<file path="src/hw/rtl/rdtc_pkg.sv">
// Types and constants for the rotary detent torque controller.
package rdtc_pkg;

	localparam int unsigned ZONE_W     = 6;
	localparam int unsigned ZCNT_W     = 7;
	localparam int unsigned GAIN_W     = 16;
	localparam int unsigned TORQUE_W   = 17;
	localparam int unsigned CFG_IDX_W  = 1;
	localparam int unsigned CFG_DATA_W = 16;

	// Configuration register indexes
	localparam logic [CFG_IDX_W-1:0] REG_ZONE_COUNT  = 1'b0;
	localparam logic [CFG_IDX_W-1:0] REG_TORQUE_GAIN = 1'b1;

	// Reset values and limits
	localparam logic [ZCNT_W-1:0] ZONE_COUNT_RST  = 7'd10;
	localparam logic [GAIN_W-1:0] TORQUE_GAIN_RST = 16'd175;
	localparam logic [ZCNT_W-1:0] ZONES_MIN       = 7'd1;
	localparam logic [ZCNT_W-1:0] ZONES_MAX       = 7'd64;

	typedef enum logic [1:0] {
		ST_IDLE,
		ST_SCALE,
		ST_TORQUE,
		ST_FINISH
	} state_t;

	// Commands from controller to datapath
	typedef struct packed {
		logic take_sample;
		logic do_scale;
		logic do_torque;
		logic load_out;
	} ctl_cmd_t;

endpackage

</file>
<file path="src/hw/rtl/rdtc_ctrl.sv">
// Controller state machine and result-valid flag for the detent controller.
module rdtc_ctrl (
	input  logic                clk,
	input  logic                arst_n,
	input  logic                sample_valid,
	output logic                sample_stall,
	output logic                result_valid,
	input  logic                result_stall,
	output rdtc_pkg::ctl_cmd_t  cmd
);

	rdtc_pkg::state_t state_q, state_d;
	logic             out_valid_q;

	// State register and output valid flag
	always_ff @(posedge clk or negedge arst_n) begin
		if (!arst_n) begin
			state_q     <= rdtc_pkg::ST_IDLE;
			out_valid_q <= 1'b0;
		end else begin
			state_q <= state_d;
			if (cmd.load_out) begin
				out_valid_q <= 1'b1;
			end else if (out_valid_q && !result_stall) begin
				out_valid_q <= 1'b0;
			end
		end
	end

	// Next state and commands
	always_comb begin
		state_d = state_q;
		cmd     = '0;
		unique case (state_q)
			rdtc_pkg::ST_IDLE: begin
				if (sample_valid) begin
					cmd.take_sample = 1'b1;
					state_d         = rdtc_pkg::ST_SCALE;
				end
			end
			rdtc_pkg::ST_SCALE: begin
				cmd.do_scale = 1'b1;
				state_d      = rdtc_pkg::ST_TORQUE;
			end
			rdtc_pkg::ST_TORQUE: begin
				cmd.do_torque = 1'b1;
				state_d       = rdtc_pkg::ST_FINISH;
			end
			rdtc_pkg::ST_FINISH: begin
				// wait until the output register is free or drains this cycle
				if (!out_valid_q || !result_stall) begin
					cmd.load_out = 1'b1;
					state_d      = rdtc_pkg::ST_IDLE;
				end
			end
			default: begin
				state_d = rdtc_pkg::ST_IDLE;
			end
		endcase
	end

	assign sample_stall = (state_q != rdtc_pkg::ST_IDLE);
	assign result_valid = out_valid_q;

endmodule

</file>
<file path="src/hw/rtl/rdtc_datapath.sv">
// Datapath: position tracking, zone scaling, torque multiply, output register.
module rdtc_datapath #(
	parameter int unsigned ANGLE_BITS = 14
) (
	input  logic                                  clk,
	input  logic                                  arst_n,
	input  rdtc_pkg::ctl_cmd_t                    cmd,
	input  logic [ANGLE_BITS-1:0]                 encoder_angle,
	input  logic                                  cfg_valid,
	input  logic [rdtc_pkg::CFG_IDX_W-1:0]        cfg_index,
	input  logic [rdtc_pkg::CFG_DATA_W-1:0]       cfg_data,
	output logic signed [rdtc_pkg::TORQUE_W-1:0]  torque_command,
	output logic [rdtc_pkg::ZONE_W-1:0]           zone_index,
	output logic [ANGLE_BITS-1:0]                 tracked_position
);

	localparam int unsigned SC_W = ANGLE_BITS + rdtc_pkg::ZCNT_W;
	localparam int unsigned PR_W = ANGLE_BITS + rdtc_pkg::GAIN_W;
	localparam logic [ANGLE_BITS-1:0] HALF = ANGLE_BITS'(1) << (ANGLE_BITS - 1);

	logic [rdtc_pkg::ZCNT_W-1:0]  zone_count_q;
	logic [rdtc_pkg::GAIN_W-1:0]  torque_gain_q;
	logic [ANGLE_BITS-1:0]        last_angle_q;
	logic [ANGLE_BITS-1:0]        pos_q;
	logic [rdtc_pkg::ZCNT_W-1:0]  zones_eff;
	logic [SC_W-1:0]              scaled_s1;
	logic [PR_W-1:0]              prod_s2;
	logic                         neg_s2;
	logic [rdtc_pkg::ZONE_W-1:0]  zone_s2;
	logic [ANGLE_BITS-1:0]        resid;
	logic                         above;
	logic [ANGLE_BITS-1:0]        mag;
	logic [rdtc_pkg::GAIN_W-1:0]  quot;
	logic [rdtc_pkg::TORQUE_W-1:0] quot_ext;

	// Configuration registers
	always_ff @(posedge clk or negedge arst_n) begin
		if (!arst_n) begin
			zone_count_q  <= rdtc_pkg::ZONE_COUNT_RST;
			torque_gain_q <= rdtc_pkg::TORQUE_GAIN_RST;
		end else if (cfg_valid) begin
			unique case (cfg_index)
				rdtc_pkg::REG_ZONE_COUNT:  zone_count_q  <= cfg_data[rdtc_pkg::ZCNT_W-1:0];
				rdtc_pkg::REG_TORQUE_GAIN: torque_gain_q <= cfg_data;
				default: ;
			endcase
		end
	end

	// Clamp zone count into 1..64
	always_comb begin
		priority if (zone_count_q == '0) begin
			zones_eff = rdtc_pkg::ZONES_MIN;
		end else if (zone_count_q > rdtc_pkg::ZONES_MAX) begin
			zones_eff = rdtc_pkg::ZONES_MAX;
		end else begin
			zones_eff = zone_count_q;
		end
	end

	// Mirrored position tracking, wraps modulo one turn
	always_ff @(posedge clk or negedge arst_n) begin
		if (!arst_n) begin
			last_angle_q <= '0;
			pos_q        <= '0;
		end else if (cmd.take_sample) begin
			last_angle_q <= encoder_angle;
			pos_q        <= pos_q + last_angle_q - encoder_angle;
		end
	end

	// Stage 1: position times zone count
	always_ff @(posedge clk) begin
		if (cmd.do_scale) begin
			scaled_s1 <= SC_W'(pos_q) * SC_W'(zones_eff);
		end
	end

	// Offset from zone center: the low bits against half a turn
	assign resid = scaled_s1[ANGLE_BITS-1:0];
	assign above = (resid >= HALF);
	assign mag   = above ? (resid - HALF) : (HALF - resid);

	// Stage 2: offset times gain
	always_ff @(posedge clk) begin
		if (cmd.do_torque) begin
			prod_s2 <= PR_W'(mag) * PR_W'(torque_gain_q);
			neg_s2  <= !above;
			zone_s2 <= scaled_s1[ANGLE_BITS +: rdtc_pkg::ZONE_W];
		end
	end

	// Divide by half a turn is a shift; result never exceeds the gain
	assign quot     = prod_s2[ANGLE_BITS-1 +: rdtc_pkg::GAIN_W];
	assign quot_ext = {1'b0, quot};

	// Output register
	always_ff @(posedge clk) begin
		if (cmd.load_out) begin
			torque_command   <= neg_s2 ? $signed(-quot_ext) : $signed(quot_ext);
			zone_index       <= zone_s2;
			tracked_position <= pos_q;
		end
	end

endmodule

</file>
<file path="src/hw/rtl/rotary_detent_torque_controller.sv">
// Top level of the rotary detent torque controller.
//
//  channel  | handshake                 | payload
//  ---------+---------------------------+-----------------------------------------------
//  sample   | sample_valid/sample_stall | encoder_angle
//  result   | result_valid/result_stall | torque_command, zone_index, tracked_position
//  cfg      | cfg_valid/cfg_ready       | cfg_index, cfg_data
//
// Each sample passes through these steps in order: accept, scale multiply, gain multiply, output load.
// The two dependent multipliers in the datapath account for the two multiply steps.
// A finished result waits in the output register; the next sample is taken meanwhile.
// A stalled result holds the last step; the sample side stalls until it drains.
// Reset restores zone_count 10, torque_gain 175 and clears position and last angle.
module rotary_detent_torque_controller #(
	parameter int unsigned ANGLE_BITS = 14
) (
	input  logic                                  clk,
	input  logic                                  arst_n,
	input  logic                                  sample_valid,
	output logic                                  sample_stall,
	input  logic [ANGLE_BITS-1:0]                 encoder_angle,
	output logic                                  result_valid,
	input  logic                                  result_stall,
	output logic signed [rdtc_pkg::TORQUE_W-1:0]  torque_command,
	output logic [rdtc_pkg::ZONE_W-1:0]           zone_index,
	output logic [ANGLE_BITS-1:0]                 tracked_position,
	input  logic                                  cfg_valid,
	output logic                                  cfg_ready,
	input  logic [rdtc_pkg::CFG_IDX_W-1:0]        cfg_index,
	input  logic [rdtc_pkg::CFG_DATA_W-1:0]       cfg_data
);

	rdtc_pkg::ctl_cmd_t cmd;

	// Configuration writes are always accepted; cfg_ready is tied high
	assign cfg_ready = 1'b1;

	rdtc_ctrl u_ctrl (
		.clk          (clk),
		.arst_n       (arst_n),
		.sample_valid (sample_valid),
		.sample_stall (sample_stall),
		.result_valid (result_valid),
		.result_stall (result_stall),
		.cmd          (cmd)
	);

	rdtc_datapath #(
		.ANGLE_BITS (ANGLE_BITS)
	) u_datapath (
		.clk              (clk),
		.arst_n           (arst_n),
		.cmd              (cmd),
		.encoder_angle    (encoder_angle),
		.cfg_valid        (cfg_valid),
		.cfg_index        (cfg_index),
		.cfg_data         (cfg_data),
		.torque_command   (torque_command),
		.zone_index       (zone_index),
		.tracked_position (tracked_position)
	);

endmodule

</file>
<file path="config.mk">
export PLATFORM = sky130hd
export DESIGN_NAME = rotary_detent_torque_controller
export DESIGN_NICKNAME = d
export VERILOG_FILES = /design/src/hw/rtl/rdtc_pkg.sv /design/src/hw/rtl/rdtc_ctrl.sv /design/src/hw/rtl/rdtc_datapath.sv /design/src/hw/rtl/rotary_detent_torque_controller.sv
export SDC_FILE = /design/constraint.sdc
export NUM_CORES = 1
export LEC_CHECK = 0
export BUFFER_PORTS_ARGS = -buffer_cell sky130_fd_sc_hd__buf_4
export CAP_MARGIN = 20
export CELL_PAD_IN_SITES_DETAIL_PLACEMENT = 1
export CELL_PAD_IN_SITES_GLOBAL_PLACEMENT = 2
export CORE_AREA = 4 4 197 199
export CTS_BUF_LIST = sky130_fd_sc_hd__clkbuf_8
export DETAILED_ROUTE_END_ITERATION = 7
export DIE_AREA = 0 0 201 203
export PLACE_DENSITY_LB_ADDON = 0.1
export SLEW_MARGIN = 30
export SYNTH_ARGS = -nofsm -noshare
export SYNTH_HDL_FRONTEND = slang
export SYNTH_SLANG_ARGS = --single-unit
</file>
<file path="constraint.sdc">
create_clock -name clk -period 7.4 [get_ports clk]
set_input_delay 0 -clock clk [delete_from_list [all_inputs] [get_ports clk]]
set_output_delay 0 -clock clk [all_outputs]
set_load 0.03 [all_outputs]
</file>
==> results_tabular.tex <==
\begin{tabular}{lr}
\hline
Metric & Value \\
\hline
\multicolumn{2}{l}{\textbf{Outcome}} \\
Result of the run & finished, final reports clean \\
\multicolumn{2}{l}{\textbf{Worst setup path}} \\
Depth of the worst register-to-register path & 25 \\
Library cell contributing the largest single delay on the critical path & sky130\_fd\_sc\_hd\_\_fa\_1 \\
Startpoint class of the critical path & flip-flop \\
Critical Path Source & u\_datapath.scaled\_s1[2]\$\_DFFE\_PN\_ \\
Number of buffers and inverters on the critical path & 2 \\
Endpoint kind of the worst setup timing path & flip-flop \\
Launching point of the worst reg2reg path & u\_datapath.scaled\_s1[2]\$\_DFFE\_PN\_ \\
Reg-to-reg slack, setup & 0.38 ns \\
Startpoint-to-endpoint class of the critical path & flip-flop to flip-flop \\
Data arrival time of the worst path & 7.26 ns \\
Top Family by Delay on Critical Path & adder cells \\
Max stage delay on crit path & 0.56 ns \\
Worst-path maximum fanout & 16 \\
Most numerous cell on the critical path & sky130\_fd\_sc\_hd\_\_fa\_1 \\
Required time at the worst-slack endpoint & 7.64 ns \\
Worst flop-to-flop path endpoint & u\_datapath.prod\_s2[25]\$\_DFFE\_PP\_ \\
Worst path depth & 25 \\
\multicolumn{2}{l}{\textbf{Logic synthesis}} \\
Multiplexer fraction of the synthesized cell area & 3.04\% \\
Number of register bits inferred by synthesis & 134 \\
Post-Syn Area per Cell & 10.1 um2 \\
Combinational family with the most area after synthesis & adder cells \\
Simple-gate area share of the yosys netlist & 13.9\% \\
Adder and majority cell fraction of the synthesized area & 41.1\% \\
Synthesized-area fraction occupied by ao, oa, aoi and oai cells & 5.66\% \\
XOR/XNOR share of the synthesized area & 3.98\% \\
Cell area after synthesis & 15800 um2 \\
Yosys warnings & 0 \\
Fraction of the yosys area taken by sequential cells & 23.8\% \\
Nets in the synthesized netlist & 1983 \\
Asr flop ratio synth & 40.3\% \\
Count of unique library cells instantiated by Yosys & 63 \\
Predominant post-synthesis flop cell & sky130\_fd\_sc\_hd\_\_edfxtp\_1 \\
Number of enable flip-flop cells after synthesis & 80 \\
Number of instances in the synthesized netlist & 1567 \\
\multicolumn{2}{l}{\textbf{Timing}} \\
Summed negative setup slack over all endpoints & 0 ns \\
Slew Limit Fails & 0 \\
Post-layout min period & 7.02 ns \\
Upper clock frequency limit & 143 MHz \\
Fin Clk Skew & 0.0164 ns \\
Unrepaired setup endpoints after global routing & false \\
Least-Margin Pin Slew & 0.760 ns \\
Ratio of final minimum period to clock period & 94.8\% \\
Remaining max-slew budget at the tightest pin & 49.3\% \\
Count of final hold-check violations & 0 \\
Final count of negative-setup-slack endpoints & 0 \\
\multicolumn{2}{l}{\textbf{Die}} \\
Horiz. Die Dim & 201 um \\
Number of top-level pins & 76 \\
Cell Rows & 71 \\
Initial Util & 42.5\% \\
Area of the die & 40800 um2 \\
Die boundary height & 203 um \\
Core Box Area & 37200 um2 \\
\multicolumn{2}{l}{\textbf{Placement}} \\
Placer congestion estimate & 0.782 \\
Count of input and output buffers & 74 \\
Half-perimeter wire length after detailed placement & 29.9 mm \\
\multicolumn{2}{l}{\textbf{Route}} \\
DR WL/cell & 17.4 um \\
Via-to-Cell Ratio & 5.00 \\
DRC Markers & 0 \\
Antenna violation net count after detailed routing & 0 \\
Initial DRC count & 357 \\
Total via count after detailed routing & 10700 \\
Detailed-router iteration count before antenna repair & 4 \\
Detailed Route WL & 37.4 mm \\
\multicolumn{2}{l}{\textbf{Final layout}} \\
Most common cell after layout, fill and taps aside & sky130\_fd\_sc\_hd\_\_inv\_1 \\
Commonest cells after routing, fill and taps aside & sky130\_fd\_sc\_hd\_\_inv\_1 (299), sky130\_fd\_sc\_hd\_\_fa\_1 (234), sky130\_fd\_sc\_hd\_\_nand2\_1 (213), sky130\_fd\_sc\_hd\_\_ha\_1 (144), sky130\_fd\_sc\_hd\_\_buf\_4 (99) \\
Final nets & 2076 \\
Layout cells sized above 1 & 11.5\% \\
Number of diodes & 0 \\
Area growth from synthesis to final layout & 11.8\% \\
\multicolumn{2}{l}{\textbf{Clock network}} \\
Clock insertion delay at the later pin of the skew report & 0.49 ns \\
Count of H-tree levels built during CTS & 4 \\
Clk pin slew, worst setup/hold paths & 0.08 ns \\
Clock sink total & 134 \\
Longest Clk Path Bufs & 2 \\
Clock root buffer & sky130\_fd\_sc\_hd\_\_clkbuf\_8 \\
TritonCTS Buffers & 17 \\
TritonCTS clock tree & yes \\
Post-CTS setup buffer count & 0 \\
\multicolumn{2}{l}{\textbf{Global routing}} \\
Overflow after GRT & 0 \\
Antenna violations before repair & 0 \\
Via count of the first global-routing pass & 11900 \\
Global-route wire length before repair & 63.0 mm \\
Pin count of the biggest net entering global routing & 55 \\
GRT Resource Usage Total & 19.2\% \\
\multicolumn{2}{l}{\textbf{Min path}} \\
Worst min path class & input pin to async pin \\
\multicolumn{2}{l}{\textbf{Job}} \\
Count of max-cap constraint violations & 0 \\
\hline
\end{tabular}
[synth_stat cells (2+ instances only)]
library cell,count,area (um2)
sky130_fd_sc_hd__dfrtp_1,46,1150
sky130_fd_sc_hd__a211oi_2,3,37.5
sky130_fd_sc_hd__nand4_1,5,31.3
sky130_fd_sc_hd__o21ai_0,27,135
sky130_fd_sc_hd__a21o_1,13,97.6
sky130_fd_sc_hd__o31a_1,3,26.3
sky130_fd_sc_hd__nor3_1,27,135
sky130_fd_sc_hd__nand2_1,213,800
sky130_fd_sc_hd__o21ai_2,2,17.5
sky130_fd_sc_hd__xor2_1,20,175
sky130_fd_sc_hd__fa_1,234,4680
sky130_fd_sc_hd__nor4_1,4,25.0
sky130_fd_sc_hd__a31oi_1,3,18.8
sky130_fd_sc_hd__o21bai_1,7,52.6
sky130_fd_sc_hd__nand3_1,8,40.0
sky130_fd_sc_hd__mux2_2,39,439
sky130_fd_sc_hd__clkbuf_1,56,210
sky130_fd_sc_hd__o21ai_1,2,10.0
sky130_fd_sc_hd__dfstp_2,8,210
sky130_fd_sc_hd__nand2b_1,13,81.3
sky130_fd_sc_hd__and3_1,3,18.8
sky130_fd_sc_hd__o41ai_1,3,26.3
sky130_fd_sc_hd__or4_1,2,15.0
sky130_fd_sc_hd__a221oi_1,2,17.5
sky130_fd_sc_hd__inv_1,295,1110
sky130_fd_sc_hd__nor3b_1,2,15.0
sky130_fd_sc_hd__a211oi_1,3,22.5
sky130_fd_sc_hd__nor2b_1,49,307
sky130_fd_sc_hd__edfxtp_1,80,2400
sky130_fd_sc_hd__a21oi_1,27,135
sky130_fd_sc_hd__buf_1,2,7.51
sky130_fd_sc_hd__and2_1,85,532
sky130_fd_sc_hd__ha_1,146,1830
sky130_fd_sc_hd__o21a_1,9,67.6
sky130_fd_sc_hd__xnor2_1,52,455
sky130_fd_sc_hd__nor2_1,37,139
sky130_fd_sc_hd__o31ai_1,9,67.6
sky130_fd_sc_hd__and4_1,3,26.3
[through the flow]
stage / instances / area (um2) / util, % / hold slack [ns] / worst slack (ns)
floorplan: 1567 / 15800 / - / -0.296 / 0.651
global placement: 2081 / 17000 / 45.6 / 0.126 / 0.413
detailed placement: 2081 / 17000 / 45.6 / 0.124 / 0.260
CTS: 2147 / 17700 / 47.5 / 0.0896 / 0.256
global route: 2147 / 17700 / 47.5 / 0.129 / 0.0222
finish: 2147 / 17700 / 47.5 / 0.121 / 0.384
[how the worst max path moves through the flow]
stage | end
after floorplan | u_datapath.prod_s2[25]$_DFFE_PP_
after global placement | u_datapath.prod_s2[25]$_DFFE_PP_
after detailed placement | u_datapath.prod_s2[25]$_DFFE_PP_
after CTS | u_datapath.prod_s2[25]$_DFFE_PP_
after global routing | u_datapath.prod_s2[25]$_DFFE_PP_
final | u_datapath.prod_s2[25]$_DFFE_PP_
[layer usage]
layer,part of all wire [%],vias to the layer above,track usage [%]
met5,0,-,0
met4,1.3,0,4.42
met3,1.6,21,2.64
met2,52,76,33.8
met1,45,5566,25.3
li1,-,5079,-
[cells by family after synthesis]
kind of cell,Yosys count
xor gates and xnor gates,72
muxes,41
DFF,134
AOI/OAI and AO/OA,128
other,1
buffers and inverters,355
and+or+nand+nor,456
adders and majority gates,380
[layout make-up]
type,count,area (um2)
Sequential cell,134,3760
Clock buffer,19,262
Clock inverter,13,116
Inverter,295,1110
Tap cell,474,593
Timing Repair Buffer,134,1090
Fill cell,4093,19500
Multi-Input combinational cell,1078,10800
[flip-flops by register name, summed over array words and instances, names as in the netlist]
register and flops:
u_datapath.torque_gain_q 16, u_datapath.zone_s2 6, u_datapath.tracked_position 14, u_ctrl.state_q 2
u_datapath.pos_q 14, u_datapath.neg_s2 1, u_ctrl.result_valid 1, u_datapath.zone_index 6
u_datapath.zone_count_q 7, u_datapath.last_angle_q 14, u_datapath.torque_command 17, u_datapath.scaled_s1 20
u_datapath.prod_s2 16
[timing repair]
item / in CTS / in global routing
endpoints found under the setup margin: 0 / 2
endpoints found under the hold margin: 109 / 0
resized for setup: 0 / 4
hold buffers: 34 / 0
Power is left out: the tool's default activity adds up to more than one toggle a clock period on the data nets, which glitch-free logic cannot reach.
